`config.mk`:
```
export PLATFORM = sky130hd
export DESIGN_NAME = abg_queue
export DESIGN_NICKNAME = d
export VERILOG_FILES = /design/src/hw/rtl/abg_pkg.sv /design/src/hw/rtl/abg_queue.sv
export SDC_FILE = /design/constraint.sdc
export NUM_CORES = 1
export LEC_CHECK = 0
export BUFFER_PORTS_ARGS = -buffer_cell sky130_fd_sc_hd__buf_2
export CAP_MARGIN = 0
export CORE_MARGIN = 2
export CORE_UTILIZATION = 34
export CTS_CLUSTER_SIZE = 14
export DETAILED_ROUTE_END_ITERATION = 8
export PLACE_DENSITY = 0.67
export SETUP_SLACK_MARGIN = 0.5
export SYNTH_ARGS = -nofsm -noshare
export SYNTH_HDL_FRONTEND = slang
export SYNTH_SLANG_ARGS = --single-unit
```
`constraint.sdc`:
```
create_clock -name clk -period 8.1 [get_ports clk]
set_input_delay 1.62 -clock clk [delete_from_list [all_inputs] [get_ports clk]]
set_output_delay 1.62 -clock clk [all_outputs]
set_load 0.05 [all_outputs]
```
`src/hw/rtl/abg_pkg.sv`:
```
// Shared types, widths and codes for the anchor box generator.
package abg_pkg;

  // Prior table size and derived widths
  localparam int MAX_PRIORS  = 16;
  localparam int PRIOR_IDX_W = $clog2(MAX_PRIORS);
  localparam int CNT_W       = $clog2(MAX_PRIORS + 1);

  // Field widths fixed by the interface
  localparam int HALF_W     = 16;
  localparam int CELL_W     = 10;
  localparam int STEP_W     = 16;
  localparam int OFFSET_W   = 8;
  localparam int INV_W      = 25;
  localparam int PCOUNT_W   = 5;
  localparam int VAR_W      = 16;
  localparam int VARS_W     = 4 * VAR_W;
  localparam int COORD_W    = 16;
  localparam int CFG_DATA_W = 64;

  // Internal fixed-point widths
  localparam int CPOS_W   = CELL_W + OFFSET_W;      // cell position, Q.8
  localparam int CENTER_W = CPOS_W + STEP_W;        // pixel center, Q.12
  localparam int HALF12_W = HALF_W + 8;             // half size, Q.12
  localparam int EDGE_W   = CENTER_W + 2;           // signed edge, Q.12
  localparam int SPLIT_W  = 18;                     // low slice of edge
  localparam int HI_W     = EDGE_W - SPLIT_W;       // signed high slice
  localparam int LO_PROD_W = SPLIT_W + INV_W;
  localparam int HI_PROD_W = HI_W + INV_W + 1;
  localparam int PROD_W    = HI_PROD_W + SPLIT_W;   // full Q.36 product
  localparam int ROUND_SH  = 22;
  localparam int RES_W     = PROD_W - ROUND_SH;

  localparam int QUEUE_DEPTH = 2;
  localparam int QPTR_W      = $clog2(QUEUE_DEPTH);
  localparam int QCNT_W      = $clog2(QUEUE_DEPTH + 1);

  // Configuration register indexes
  typedef enum logic [2:0] {
    CFG_STEP_X      = 3'd0,
    CFG_STEP_Y      = 3'd1,
    CFG_CENTER_OFS  = 3'd2,
    CFG_INV_WIDTH   = 3'd3,
    CFG_INV_HEIGHT  = 3'd4,
    CFG_CLIP_EN     = 3'd5,
    CFG_PRIOR_COUNT = 3'd6,
    CFG_VARIANCES   = 3'd7
  } cfg_index_t;

  // Item classes
  typedef enum logic {
    ITEM_LOAD = 1'b0,
    ITEM_CELL = 1'b1
  } item_kind_t;

  typedef struct packed {
    logic [STEP_W-1:0]   step_x;
    logic [STEP_W-1:0]   step_y;
    logic [OFFSET_W-1:0] center_offset;
    logic [INV_W-1:0]    inv_image_width;
    logic [INV_W-1:0]    inv_image_height;
    logic                clip_enable;
    logic [PCOUNT_W-1:0] prior_count;
    logic [VARS_W-1:0]   variances_packed;
  } cfg_t;

  // One classified item between front and back
  typedef struct packed {
    item_kind_t             kind;
    logic [PRIOR_IDX_W-1:0] prior_index;
    logic [HALF_W-1:0]      half_width;
    logic [HALF_W-1:0]      half_height;
    logic [CENTER_W-1:0]    cx;
    logic [CENTER_W-1:0]    cy;
  } queue_entry_t;

endpackage

```
`src/hw/rtl/abg_queue.sv`:
```
// Short FIFO of classified items between front and back.
module abg_queue (
  input  logic                  clk,
  input  logic                  rst,
  input  logic                  push,
  input  abg_pkg::queue_entry_t wr_entry,
  output logic                  ready,
  output logic                  head_valid,
  output abg_pkg::queue_entry_t head,
  input  logic                  pop
);
  import abg_pkg::*;

  queue_entry_t       slots [QUEUE_DEPTH];
  logic [QPTR_W-1:0]  wr_ptr;
  logic [QPTR_W-1:0]  rd_ptr;
  logic [QCNT_W-1:0]  count;

  assign ready      = (count != QCNT_W'(QUEUE_DEPTH));
  assign head_valid = (count != '0);
  assign head       = slots[rd_ptr];

  // Storage
  always_ff @(posedge clk) begin
    if (push) begin
      slots[wr_ptr] <= wr_entry;
    end
  end

  // Pointers and fill count
  always_ff @(posedge clk) begin
    if (rst) begin
      wr_ptr <= '0;
      rd_ptr <= '0;
      count  <= '0;
    end else begin
      if (push) begin
        wr_ptr <= (wr_ptr == QPTR_W'(QUEUE_DEPTH - 1)) ? '0 : wr_ptr + 1'b1;
      end
      if (pop) begin
        rd_ptr <= (rd_ptr == QPTR_W'(QUEUE_DEPTH - 1)) ? '0 : rd_ptr + 1'b1;
      end
      case ({push, pop})
        2'b10:   count <= count + 1'b1;
        2'b01:   count <= count - 1'b1;
        default: count <= count;
      endcase
    end
  end

  a_no_overflow: assert property (@(posedge clk) disable iff (rst)
    push |-> (count != QCNT_W'(QUEUE_DEPTH)) || pop)
    else $error("queue written while full");

  a_no_underflow: assert property (@(posedge clk) disable iff (rst)
    pop |-> head_valid)
    else $error("queue popped while empty");

  a_count_step: assert property (@(posedge clk) disable iff (rst)
    (push && !pop) |=> count == $past(count) + 1'b1)
    else $error("queue count did not follow a push");

endmodule

```
==> metrics.log <==
[metrics] unrepaired setup endpoints after global routing: false
[metrics] MaxCap Viol Count: 0
[metrics] crit path kind: flop to output pin
[metrics] number of endpoints with negative hold slack in the final report: 0
[metrics] Area Overhead vs Synth: 26.4%
[metrics] end of the worst register-to-register path: slots[1][58]$_DFFE_PP_
[metrics] total number of clock tree sinks: 215
[metrics] deepest clock path buffer count: 3
[metrics] synthesized area per cell: 22.9 sq um
[metrics] Crit path required time: 6480 ps
[metrics] Die Ht: 157 um
[metrics] sum of net half-perimeters after detailed placement: 9.78 mm
[metrics] hold path depth: 2
[metrics] busiest metal layer after global routing: met2
[metrics] average detailed-routed wire length per instance: 16.4 um
[metrics] WP data arrival: 2870 ps
[metrics] Worst Skew: 8.88 ps
[metrics] area of the placeable core: 0.0233 sq mm
[metrics] Post-Synthesis Cells: 349
[metrics] Antenna diodes: 0
[metrics] Final Util: 43.4%
[metrics] fmax: 223 MHz
[metrics] remaining global-route overflow: 0
[metrics] post-route standard cell area excluding fillers: 0.0101 sq mm
[metrics] count of standard-cell rows: 56
[metrics] CTS Root Cell: clkbuf_16
[metrics] Yosys cell types: 17
[metrics] all-layer global routing usage: 11.5%
[metrics] placed standard-cell area: 0.00940 sq mm
[metrics] Setup Buffers After CTS: 0
[metrics] post-layout min period: 4490 ps
[metrics] final-stage net count: 691
[metrics] antenna violation net count after detailed routing: 0
[metrics] static leakage: 0.00384 uW
[metrics] area taken by multi-input logic gates: 0.00148 sq mm
[metrics] total of buffers placed on input and output ports: 215
[metrics] R2R Path Start: wr_ptr$_SDFFE_PP0P_
[metrics] Inserted Clock Buffers: 23
[metrics] post-placement worst setup slack: 4050 ps
[metrics] maximum number of pins on one net before global-route repair: 64
[metrics] number of remaining DRC errors: 0
[metrics] clock tree from TritonCTS: done
[metrics] sequential element share of the synthesized area: 80.3%
[metrics] total of flip-flops plus latches after synthesis: 215
[metrics] worst-case hold path end point: count[1]$_SDFFE_PP0P_
[metrics] num ports: 216
[metrics] GRT met2 Usage: 20.2%
[metrics] outcome: finished, final reports clean
[metrics] YS warnings: 0
[metrics] count of vias placed by the detailed router: 4018
[metrics] antenna violations before repair: 0
[metrics] drt first-iter violations: 153
[metrics] Die ar.: 0.0247 sq mm
[metrics] proportion of netlist area held by the largest area contributor: 79.0%
[metrics] final number of max-transition violations: 0
[metrics] depth of the most critical reg-to-reg path: 2
[metrics] pin slew with the least headroom to its limit: 1010 ps
[metrics] post_cts resized: 0
[metrics] total wire length: 15.0 mm
[metrics] effective utilization at floorplan: 34.3%
[metrics] accumulated negative setup slack: 0 ps
[metrics] router iterations before antenna repair: 4
[metrics] net count after synthesis: 459
[metrics] horizontal die dimension: 157 um
[metrics] portion of the clock cycle consumed by the worst path in the final layout: 55.4%
[metrics] Filler cells: 2093
[metrics] cell types with the largest area share after synthesis: edfxtp_1 79%, mux2_4 9.4%, mux2_2 7.8%
[metrics] total power density per cell area: 272 mW/mm^2
[metrics] number of global-route vias before repair: 4354
[metrics] wire length of the first global-routing pass: 22.3 mm
[metrics] final estimated routing congestion in global placement: 0.706
[metrics] total setup violations reported at the end of the flow: 0
[metrics] maximum fanout count along the critical path: 63
[metrics] capturing element type of the critical path: output pin
[metrics] area leader, netlist: edfxtp_1
[metrics] startpoint of the worst hold path: count[1]$_SDFFE_PP0P_
[metrics] area of all sequential standard cells: 0.00641 sq mm
[metrics] min setup slack post-route: 3610 ps
[metrics] via-per-instance ratio: 4.40
[metrics] clock slew at reported path FFs: 60 ps
[metrics] Worst-Skew Late Latency: 490 ps
[metrics] hold buffers post-CTS: 0
[metrics] Critical Path Source Type: flop
[metrics] type of the worst min-delay path: flop to flop
[metrics] relative slew slack: 32.9%
[metrics] layout cell share with drive strength beyond 1: 60.0%
[metrics] netlist area before placement: 0.00798 sq mm
[metrics] largest vdd supply drop: 196 uV
[metrics] number of H-tree levels: 1
[metrics] R2R setup slack: 5880 ps
[metrics] fraction of met1 tracks used by global routing: 13.6%
[metrics] Global Route met3 Usage: 3.41%
worst max-delay path: stages, from the launching register on:
cell	delay [ps]
dfxtp_4	770
buf_4	890
mux2_2	430
buf_2	210
flip-flops by register name, summed over array words and instances, names as in the netlist, named ones only:
| register | count |
|---|---|
| count | 2 |
| rd_ptr | 1 |
| wr_ptr | 1 |
| slots | 210 |
final cells by class:
| cell class | count | share of cell area (%) |
|---|---|---|
| clock buffer | 35 | 6.35 |
| clock inverter | 4 | 0.447 |
| inverter | 1 | 0.0372 |
| multi-input combinational | 121 | 14.7 |
| sequential | 215 | 63.6 |
| tap | 319 | 3.96 |
| timing repair buffer | 219 | 11.0 |
metal layers:
layer	up-vias	part of all wire, %
met3	30	7.8
met2	161	50
li1	1839	-
met1	1988	40
met5	-	0
met4	0	2.3
cells in the final DEF (no fill, tap or decap):
cell type and n:
or2_2 1, dfxtp_1 4, xnor2_1 3, o21ai_0 1
mux2_4 50, buf_2 215, and2_4 1, dfxtp_4 1
clkinv_2 3, a21oi_1 1, nand2b_1 1, buf_4 4
nor2_1 4, mux2_2 55, bufinv_16 1, or3_1 1
nor2_4 1, clkbuf_16 23, clkbuf_1 10, ha_1 1
edfxtp_1 210, xor2_1 1, inv_1 1, clkbuf_8 2
logic make-up after synthesis:
logic type	share of synthesized area, %
AOI/OAI and AO/OA	0.125
xor gates and xnor gates	0.439
adders and majority gates	0.157
buffers and inverters	1.27
DFF	80.3
muxes	17.2
and+or+nand+nor	0.549
worst max path at each step:
stage	end	slack [ps]	cells past startpoint
finish	head[30]	3610	3
global route	head[1]	3410	3
CTS	head[4]	3510	3
detailed placement	head[4]	4050	3
global placement	head[36]	4140	3
floorplan	slots[0][0]$_DFFE_PP_	1450	2
cells in the mapped netlist:
library cell,n
ha_1,1
dfxtp_1,5
a21oi_1,1
xor2_1,1
or3_1,1
edfxtp_1,210
xnor2_1,3
inv_1,1
nor2_1,5
mux2_2,55
nand2b_1,1
or2_2,1
and2_1,1
buf_6,6
mux2_4,50
o21ai_0,1
buf_2,6
metrics by stage:
| stage | power (uW) | std cells | hold slack, ps |
|---|---|---|---|
| after floorplan | 1700 | 349 | 461 |
| after global placement | 1800 | 875 | 476 |
| after detailed placement | 1810 | 875 | 519 |
| after CTS | 2790 | 914 | 528 |
| after global routing | 2850 | 914 | 552 |
| final | 2740 | 914 | 531 |
report_power, final:
| part | switching, uW | internal, uW |
|---|---|---|
| clock network | 390 | 573 |
| logic | 315 | 139 |
| registers | 27.0 | 1300 |
(Power assumes the default switching activity.)
