File: src/hw/rtl/abg_pkg.sv
// Shared types, widths and codes for the anchor box generator.
package abg_pkg;

  // Prior table size and derived widths
  localparam int MAX_PRIORS  = 16;
  localparam int PRIOR_IDX_W = $clog2(MAX_PRIORS);
  localparam int CNT_W       = $clog2(MAX_PRIORS + 1);

  // Field widths fixed by the interface
  localparam int HALF_W     = 16;
  localparam int CELL_W     = 10;
  localparam int STEP_W     = 16;
  localparam int OFFSET_W   = 8;
  localparam int INV_W      = 25;
  localparam int PCOUNT_W   = 5;
  localparam int VAR_W      = 16;
  localparam int VARS_W     = 4 * VAR_W;
  localparam int COORD_W    = 16;
  localparam int CFG_DATA_W = 64;

  // Internal fixed-point widths
  localparam int CPOS_W   = CELL_W + OFFSET_W;      // cell position, Q.8
  localparam int CENTER_W = CPOS_W + STEP_W;        // pixel center, Q.12
  localparam int HALF12_W = HALF_W + 8;             // half size, Q.12
  localparam int EDGE_W   = CENTER_W + 2;           // signed edge, Q.12
  localparam int SPLIT_W  = 18;                     // low slice of edge
  localparam int HI_W     = EDGE_W - SPLIT_W;       // signed high slice
  localparam int LO_PROD_W = SPLIT_W + INV_W;
  localparam int HI_PROD_W = HI_W + INV_W + 1;
  localparam int PROD_W    = HI_PROD_W + SPLIT_W;   // full Q.36 product
  localparam int ROUND_SH  = 22;
  localparam int RES_W     = PROD_W - ROUND_SH;

  localparam int QUEUE_DEPTH = 2;
  localparam int QPTR_W      = $clog2(QUEUE_DEPTH);
  localparam int QCNT_W      = $clog2(QUEUE_DEPTH + 1);

  // Configuration register indexes
  typedef enum logic [2:0] {
    CFG_STEP_X      = 3'd0,
    CFG_STEP_Y      = 3'd1,
    CFG_CENTER_OFS  = 3'd2,
    CFG_INV_WIDTH   = 3'd3,
    CFG_INV_HEIGHT  = 3'd4,
    CFG_CLIP_EN     = 3'd5,
    CFG_PRIOR_COUNT = 3'd6,
    CFG_VARIANCES   = 3'd7
  } cfg_index_t;

  // Item classes
  typedef enum logic {
    ITEM_LOAD = 1'b0,
    ITEM_CELL = 1'b1
  } item_kind_t;

  typedef struct packed {
    logic [STEP_W-1:0]   step_x;
    logic [STEP_W-1:0]   step_y;
    logic [OFFSET_W-1:0] center_offset;
    logic [INV_W-1:0]    inv_image_width;
    logic [INV_W-1:0]    inv_image_height;
    logic                clip_enable;
    logic [PCOUNT_W-1:0] prior_count;
    logic [VARS_W-1:0]   variances_packed;
  } cfg_t;

  // One classified item between front and back
  typedef struct packed {
    item_kind_t             kind;
    logic [PRIOR_IDX_W-1:0] prior_index;
    logic [HALF_W-1:0]      half_width;
    logic [HALF_W-1:0]      half_height;
    logic [CENTER_W-1:0]    cx;
    logic [CENTER_W-1:0]    cy;
  } queue_entry_t;

endpackage

File: src/hw/rtl/abg_if.sv
// Valid/ready channel interfaces for input items and output boxes.
interface abg_in_if;
  logic        valid;
  logic        ready;
  logic        action;
  logic [3:0]  prior_index;
  logic [15:0] load_half_width;
  logic [15:0] load_half_height;
  logic [9:0]  cell_x;
  logic [9:0]  cell_y;

  modport source (
    output valid, action, prior_index, load_half_width, load_half_height, cell_x, cell_y,
    input  ready
  );
  modport sink (
    input  valid, action, prior_index, load_half_width, load_half_height, cell_x, cell_y,
    output ready
  );
endinterface


File: src/hw/rtl/abg_front.sv
// Front end: accepts items, classifies them and forms the cell center in pixels.
module abg_front (
  input  abg_pkg::cfg_t         cfg,
  abg_in_if.sink                in_ch,
  input  logic                  q_ready,
  output logic                  push,
  output abg_pkg::queue_entry_t entry
);
  import abg_pkg::*;

  logic [CPOS_W-1:0] cx_pos;
  logic [CPOS_W-1:0] cy_pos;

  // Transfer into the queue whenever it has room
  assign in_ch.ready = q_ready;
  assign push        = in_ch.valid && q_ready;

  // Cell position in Q.8, then times the stride for a Q.12 center
  always_comb begin
    cx_pos = {in_ch.cell_x, 8'h00} + CPOS_W'(cfg.center_offset);
    cy_pos = {in_ch.cell_y, 8'h00} + CPOS_W'(cfg.center_offset);

    entry.kind        = in_ch.action ? ITEM_CELL : ITEM_LOAD;
    entry.prior_index = PRIOR_IDX_W'(in_ch.prior_index);
    entry.half_width  = in_ch.load_half_width;
    entry.half_height = in_ch.load_half_height;
    entry.cx          = CENTER_W'(cx_pos) * CENTER_W'(cfg.step_x);
    entry.cy          = CENTER_W'(cy_pos) * CENTER_W'(cfg.step_y);
  end

endmodule

File: src/flat_wrapper.sv
// flat-port wrapper written by rule: the top's interface ports become plain ports
module abg_front_flat import abg_pkg::*;
  (cfg, q_ready, push, entry, in_ch_valid, in_ch_action, in_ch_prior_index, in_ch_load_half_width, in_ch_load_half_height, in_ch_cell_x, in_ch_cell_y, in_ch_ready);
  abg_in_if in_ch_i ();
  input  abg_pkg::cfg_t cfg;
  input  logic q_ready;
  output logic push;
  output abg_pkg::queue_entry_t entry;
  input wire logic [$bits(in_ch_i.valid)-1:0] in_ch_valid;
  input wire logic [$bits(in_ch_i.action)-1:0] in_ch_action;
  input wire logic [$bits(in_ch_i.prior_index)-1:0] in_ch_prior_index;
  input wire logic [$bits(in_ch_i.load_half_width)-1:0] in_ch_load_half_width;
  input wire logic [$bits(in_ch_i.load_half_height)-1:0] in_ch_load_half_height;
  input wire logic [$bits(in_ch_i.cell_x)-1:0] in_ch_cell_x;
  input wire logic [$bits(in_ch_i.cell_y)-1:0] in_ch_cell_y;
  output wire logic [$bits(in_ch_i.ready)-1:0] in_ch_ready;
  assign in_ch_i.valid = in_ch_valid;
  assign in_ch_i.action = in_ch_action;
  assign in_ch_i.prior_index = in_ch_prior_index;
  assign in_ch_i.load_half_width = in_ch_load_half_width;
  assign in_ch_i.load_half_height = in_ch_load_half_height;
  assign in_ch_i.cell_x = in_ch_cell_x;
  assign in_ch_i.cell_y = in_ch_cell_y;
  assign in_ch_ready = in_ch_i.ready;
  abg_front u_core (.cfg(cfg), .in_ch(in_ch_i), .q_ready(q_ready), .push(push), .entry(entry));
endmodule
File: config.mk
export PLATFORM = sky130hd
export DESIGN_NAME = abg_front_flat
export DESIGN_NICKNAME = d
export VERILOG_FILES = /design/src/hw/rtl/abg_pkg.sv /design/src/hw/rtl/abg_if.sv /design/src/hw/rtl/abg_front.sv /design/src/flat_wrapper.sv
export SDC_FILE = /design/constraint.sdc
export NUM_CORES = 1
export LEC_CHECK = 0
export ABC_AREA = 1
export ABC_CLOCK_PERIOD_IN_PS = 7100
export BUFFER_PORTS_ARGS = -buffer_cell sky130_fd_sc_hd__buf_2
export CAP_MARGIN = 20
export CORE_MARGIN = 2
export CORE_UTILIZATION = 45
export DETAILED_ROUTE_END_ITERATION = 10
export PLACE_DENSITY = 0.62
export SLEW_MARGIN = 20
export SYNTH_ARGS = -nofsm -noshare
export SYNTH_HDL_FRONTEND = slang
export SYNTH_SLANG_ARGS = --single-unit
File: constraint.sdc
create_clock -name vclk -period 7.1
set_clock_uncertainty 0.05 [all_clocks]
set_input_delay 0.71 -clock vclk [all_inputs]
set_output_delay 0.71 -clock vclk [all_outputs]
set_load 0.03 [all_outputs]
==> results of run 1 <==
==> critical path: stages <==
cell,delay (ns)
buf_2,0.36
nand2_1,0.14
fa_1,0.54
inv_1,0.05
fa_1,0.50
inv_1,0.05
fa_1,0.53
inv_1,0.05
fa_1,0.49
fa_1,0.50
inv_1,0.05
fa_1,0.47
inv_1,0.05
ha_1,0.38
nand2_2,0.12
inv_2,0.07
nand2_1,0.10
nor3_2,0.17
nand2_1,0.10
nand2_1,0.09
xor2_1,0.18
buf_2,0.23
==> per-stage QoR <==
stage | cells | setup slack [ns] | instance area, µm²
floorplan | 3003 | 0.466 | 21100
global placement | 3598 | 0.385 | 21900
detailed placement | 3598 | 0.394 | 21900
CTS | 3598 | 0.368 | 21900
global route | 3599 | 0.0711 | 21900
finish | 3599 | 0.382 | 21900
==> worst min-delay path by stage <==
stage | to
finish | entry[73]
global route | entry[102]
CTS | entry[100]
detailed placement | entry[100]
global placement | entry[100]
floorplan | entry[100]
==> Yosys cell counts <==
library cell and count:
nor3_1 3, and2_1 2, inv_2 12, ha_1 212, a21o_1 2, nor2_2 8, buf_1 8, clkbuf_1 120
buf_4 38, o21ai_0 1, a21oi_1 35, nand3_2 8, xor2_1 32, o21bai_1 5, inv_1 924, a21oi_2 5
xnor2_1 4, nor2_1 70, nand4_1 8, nand2_1 970, fa_1 444, nor3_2 7, nor2_4 4, nand2_2 33
nand3_1 48
==> metal layers <==
metal,GRT usage,up-vias
met5,0,-
met4,0.0367,2
met3,0.00893,52
met2,0.420,355
met1,0.279,8317
li1,-,8244
==> final cells by class <==
class              count  area, µm²
repair buffers       154        826
fillers             4688      24500
inverters            936       3510
diodes                 1       2.50
multi-input cells   1901      16800
well taps            607        759
==> cell families (layout without fill, tap and decap cells) <==
kind of cell / after synthesis / in the layout / share of synthesized area
buf+inv: 1102 / 1090 / 0.203
fa+ha+maj: 656 / 656 / 0.547
other cells: 0 / 1 / 0
simple gates: 1161 / 1161 / 0.222
compound gates: 48 / 48 / 0.0131
xor+xnor: 36 / 36 / 0.0150
==> results.toml, run 1 <==
[finish]
finalCoreUtilization = 0.473
syn_to_final_growth_pct = 3.90
clockBufferCount = 0
drive_above_1_share = 0.0772
final_cell_mix = "970 x nand2_1, 924 x inv_1, 444 x fa_1"
seq_cells = 0
regArea_um2 = 0
nets = 3868
layout_commonest_cell = "nand2_1"

[detailed_routing]
vias_per_cell = 4.72
wl_met3_mm = 1.49
top_layer = "met5"
first_pass_iters = 5
drt_wl_total_mm = 50.5
drc_errors = 0
met1Wirelength_mm = 21.3
num_vias = 17000
drt_iter0_drc = 770
wl_met2_mm = 27.0
routedWlPerCell_um = 14.0
ant_nets = 0

[sta]
worst_pin_slew_ns = 0.599
slew_headroom = 0.600
finalSetupViolCount = 0
rsz0062_at_grt = "no"
period_needed_ns = 6.72
slew_violations = 0
final_hold_viol_count = 0
setup_tns_ns = 0
max_freq_mhz = 149
finalCritPeriodShare = 0.946
timing.hold.ws_ns = 1.37

[clock_tree]
cts_hold_buf = 0
cts.repair.resized = 0
postCtsSetupBuffers = 0

[logic_synthesis]
avgSynthCellArea_um2 = 7.02
post-synth-top-area-cell = "fa_1"
synth_nets = 3878
synth_seq_area_share = 0
netlist_instances = 3003
syn_area_um2 = 21100
synthDominantCellAreaShare = 0.422
ys_types = 25
synthTopCellsByArea = "fa_1 42%, nand2_1 17%, inv_1 16%, ha_1 13%, clkbuf_1 2.1%"
synth_warnings = 0

[global_route]
grt_usage = 0.220
antenna_found_initial = 2
grt_pass1_wl_mm = 87.9
grt_pass1_vias = 18500
grt_max_degree = 26
grt-ovfl-total = 0

[floorplan]
die-area_um2 = 48600
ios = 326
placementRows = 79
initial_utilization = 0.455
die_y_um = 220
die_w_um = 220
coreArea_um2 = 46400

[placed_design]
dp.final_hpwl_mm = 44.4
portBuffers = 132
gp_congestion = 0.890

[worst_setup_path]
critPathKind = "in2out"
arrival_ns = 5.96
critPathCaptureType = "output pin"
crit_required_ns = 6.34
crit_path_end = "entry[18]"
critPathLaunch = "cfg[135]"
cp-start-kind = "input pin"
crit_fanout = 18

[job]
maxCapViolCount = 0

[hold_path]
hold_class = "in2out"
min-delay-start = "in_ch_load_half_height[5]"
holdPathStages = 0

[status]
status = "finished, final reports clean"
Power of run 1 is left out: the tool's default activity adds up to more than one toggle a clock period on the data nets, which glitch-free logic cannot reach.
==> inputs of run 2 (changes only) <==
CORE_UTILIZATION = 55   (was 45)
PLACE_DENSITY = 0.74   (was 0.62)
TNS_END_PERCENT = 10   (was unset)
==> run 2 against run 1 <==
  * Core utilization up 10 points
  * Maximum frequency is 1.3% lower
  * Critical path depth increased by 2
  * First-iteration DRC count is 1.9% lower
  * Clock-buffer cell count stayed put
  * Critical path type unchanged
==> results.toml, run 2 (synthesis results as in run 1) <==
[finish]
layout_commonest_cell = "nand2_1"
fill_cells = 3621
clockBufferCount = 0
num_antenna_cells = 0
regArea_um2 = 0
seq_cells = 0
syn_to_final_growth_pct = 3.07
nets = 3861
drive_above_1_share = 0.0751
multiInputGateArea_um2 = 16800
final_cell_mix = "970 x nand2_1, 924 x inv_1, 444 x fa_1"

[floorplan]
die-area_um2 = 39900
ios = 326
die_w_um = 200
coreArea_um2 = 37700
placementRows = 71
die_y_um = 200
initial_utilization = 0.560

[clock_tree]
postCtsSetupBuffers = 0
cts.repair.resized = 0
cts_hold_buf = 0

[global_route]
grt_max_degree = 26
grt_usage = 0.265
grt_pass1_vias = 18600
antenna_found_initial = 2
grt_pass1_wl_mm = 86.5
grt-ovfl-total = 0

[detailed_routing]
ant_nets = 0
num_vias = 17200
vias_per_cell = 4.93
drt_wl_total_mm = 49.8
drc_errors = 0
routedWlPerCell_um = 14.3
first_pass_iters = 5
drt_iter0_drc = 755

[sta]
slew_headroom = 0.608
final_hold_viol_count = 0
rsz0062_at_grt = "no"
setup_tns_ns = 0
max_freq_mhz = 147
period_needed_ns = 6.81
finalSetupViolCount = 0
finalCritPeriodShare = 0.959
slew_violations = 0
worst_pin_slew_ns = 0.589

[worst_setup_path]
critPathKind = "in2out"
slowest_delay_ns = 0.55
critPathCaptureType = "output pin"
crit_required_ns = 6.34
critical-path-slowest-cell = "fa_1"
arrival_ns = 6.05
path_cells = "buf_2 -> nand2_1 -> fa_1 -> inv_1 -> fa_1 -> inv_1 -> fa_1 -> inv_1 -> fa_1 -> fa_1 -> inv_1 -> fa_1 -> inv_1 -> ha_1 -> nand2_2 -> nor2_4 -> and2_1 -> nand2_1 -> nand2_2 -> nand2_1 -> nand2_1 -> nand2_1 -> nand2_1 -> buf_2"
cp-start-kind = "input pin"
crit_fanout = 24

[job]
maxCapViolCount = 0

[placed_design]
gp_congestion = 0.949
portBuffers = 132
dp.final_hpwl_mm = 43.4

[hold_path]
hold_class = "in2out"

[status]
status = "finished, final reports clean"
-- run 2: worst max-delay path: cells and delay by family --
kind                       cells  cell delay (ns)
adders and majority gates      7             3.40
buffers and inverters          7             0.93
and+or+nand+nor               10             0.99
-- run 2: stage by stage --
| stage | hold WS [ns] | utilization | cells | setup WS (ns) | instance area [µm²] |
|---|---|---|---|---|---|
| 6_report | 1.37 | 0.577 | 3495 | 0.294 | 21700 |
| 3_3_place_gp | 1.37 | 0.577 | 3495 | 0.385 | 21700 |
| 5_1_grt | 1.37 | 0.577 | 3495 | 0.00462 | 21700 |
| 3_5_place_dp | 1.37 | 0.577 | 3495 | 0.317 | 21700 |
| 4_1_cts | 1.37 | 0.577 | 3495 | 0.304 | 21700 |
| 2_1_floorplan | 1.50 | - | 3003 | 0.466 | 21100 |
-- run 2: layer usage --
layer,track usage,vias to the layer above,routed length (µm)
met5,0,-,9
met1,0.325,8416,20100
met2,0.507,476,26500
met4,0.0642,2,1110
met3,0.0183,94,2110
li1,-,8245,-
-- run 2: final cells by class --
class / instances / share of cell area
Multi-Input combinational cell: 1901 / 0.773
Tap cell: 511 / 0.0294
Inverter: 936 / 0.162
Timing Repair Buffer: 147 / 0.0356
-- run 2: final timing paths --
| kind | startpoint | cells past startpoint | endpoint | slack, ns |
|---|---|---|---|---|
| hold / removal | in_ch_load_half_height[13] | 0 | entry[81] | 1.37 |
| setup / recovery | cfg[125] | 24 | entry[33] | 0.29 |
Power of run 2 is left out for the same reason.
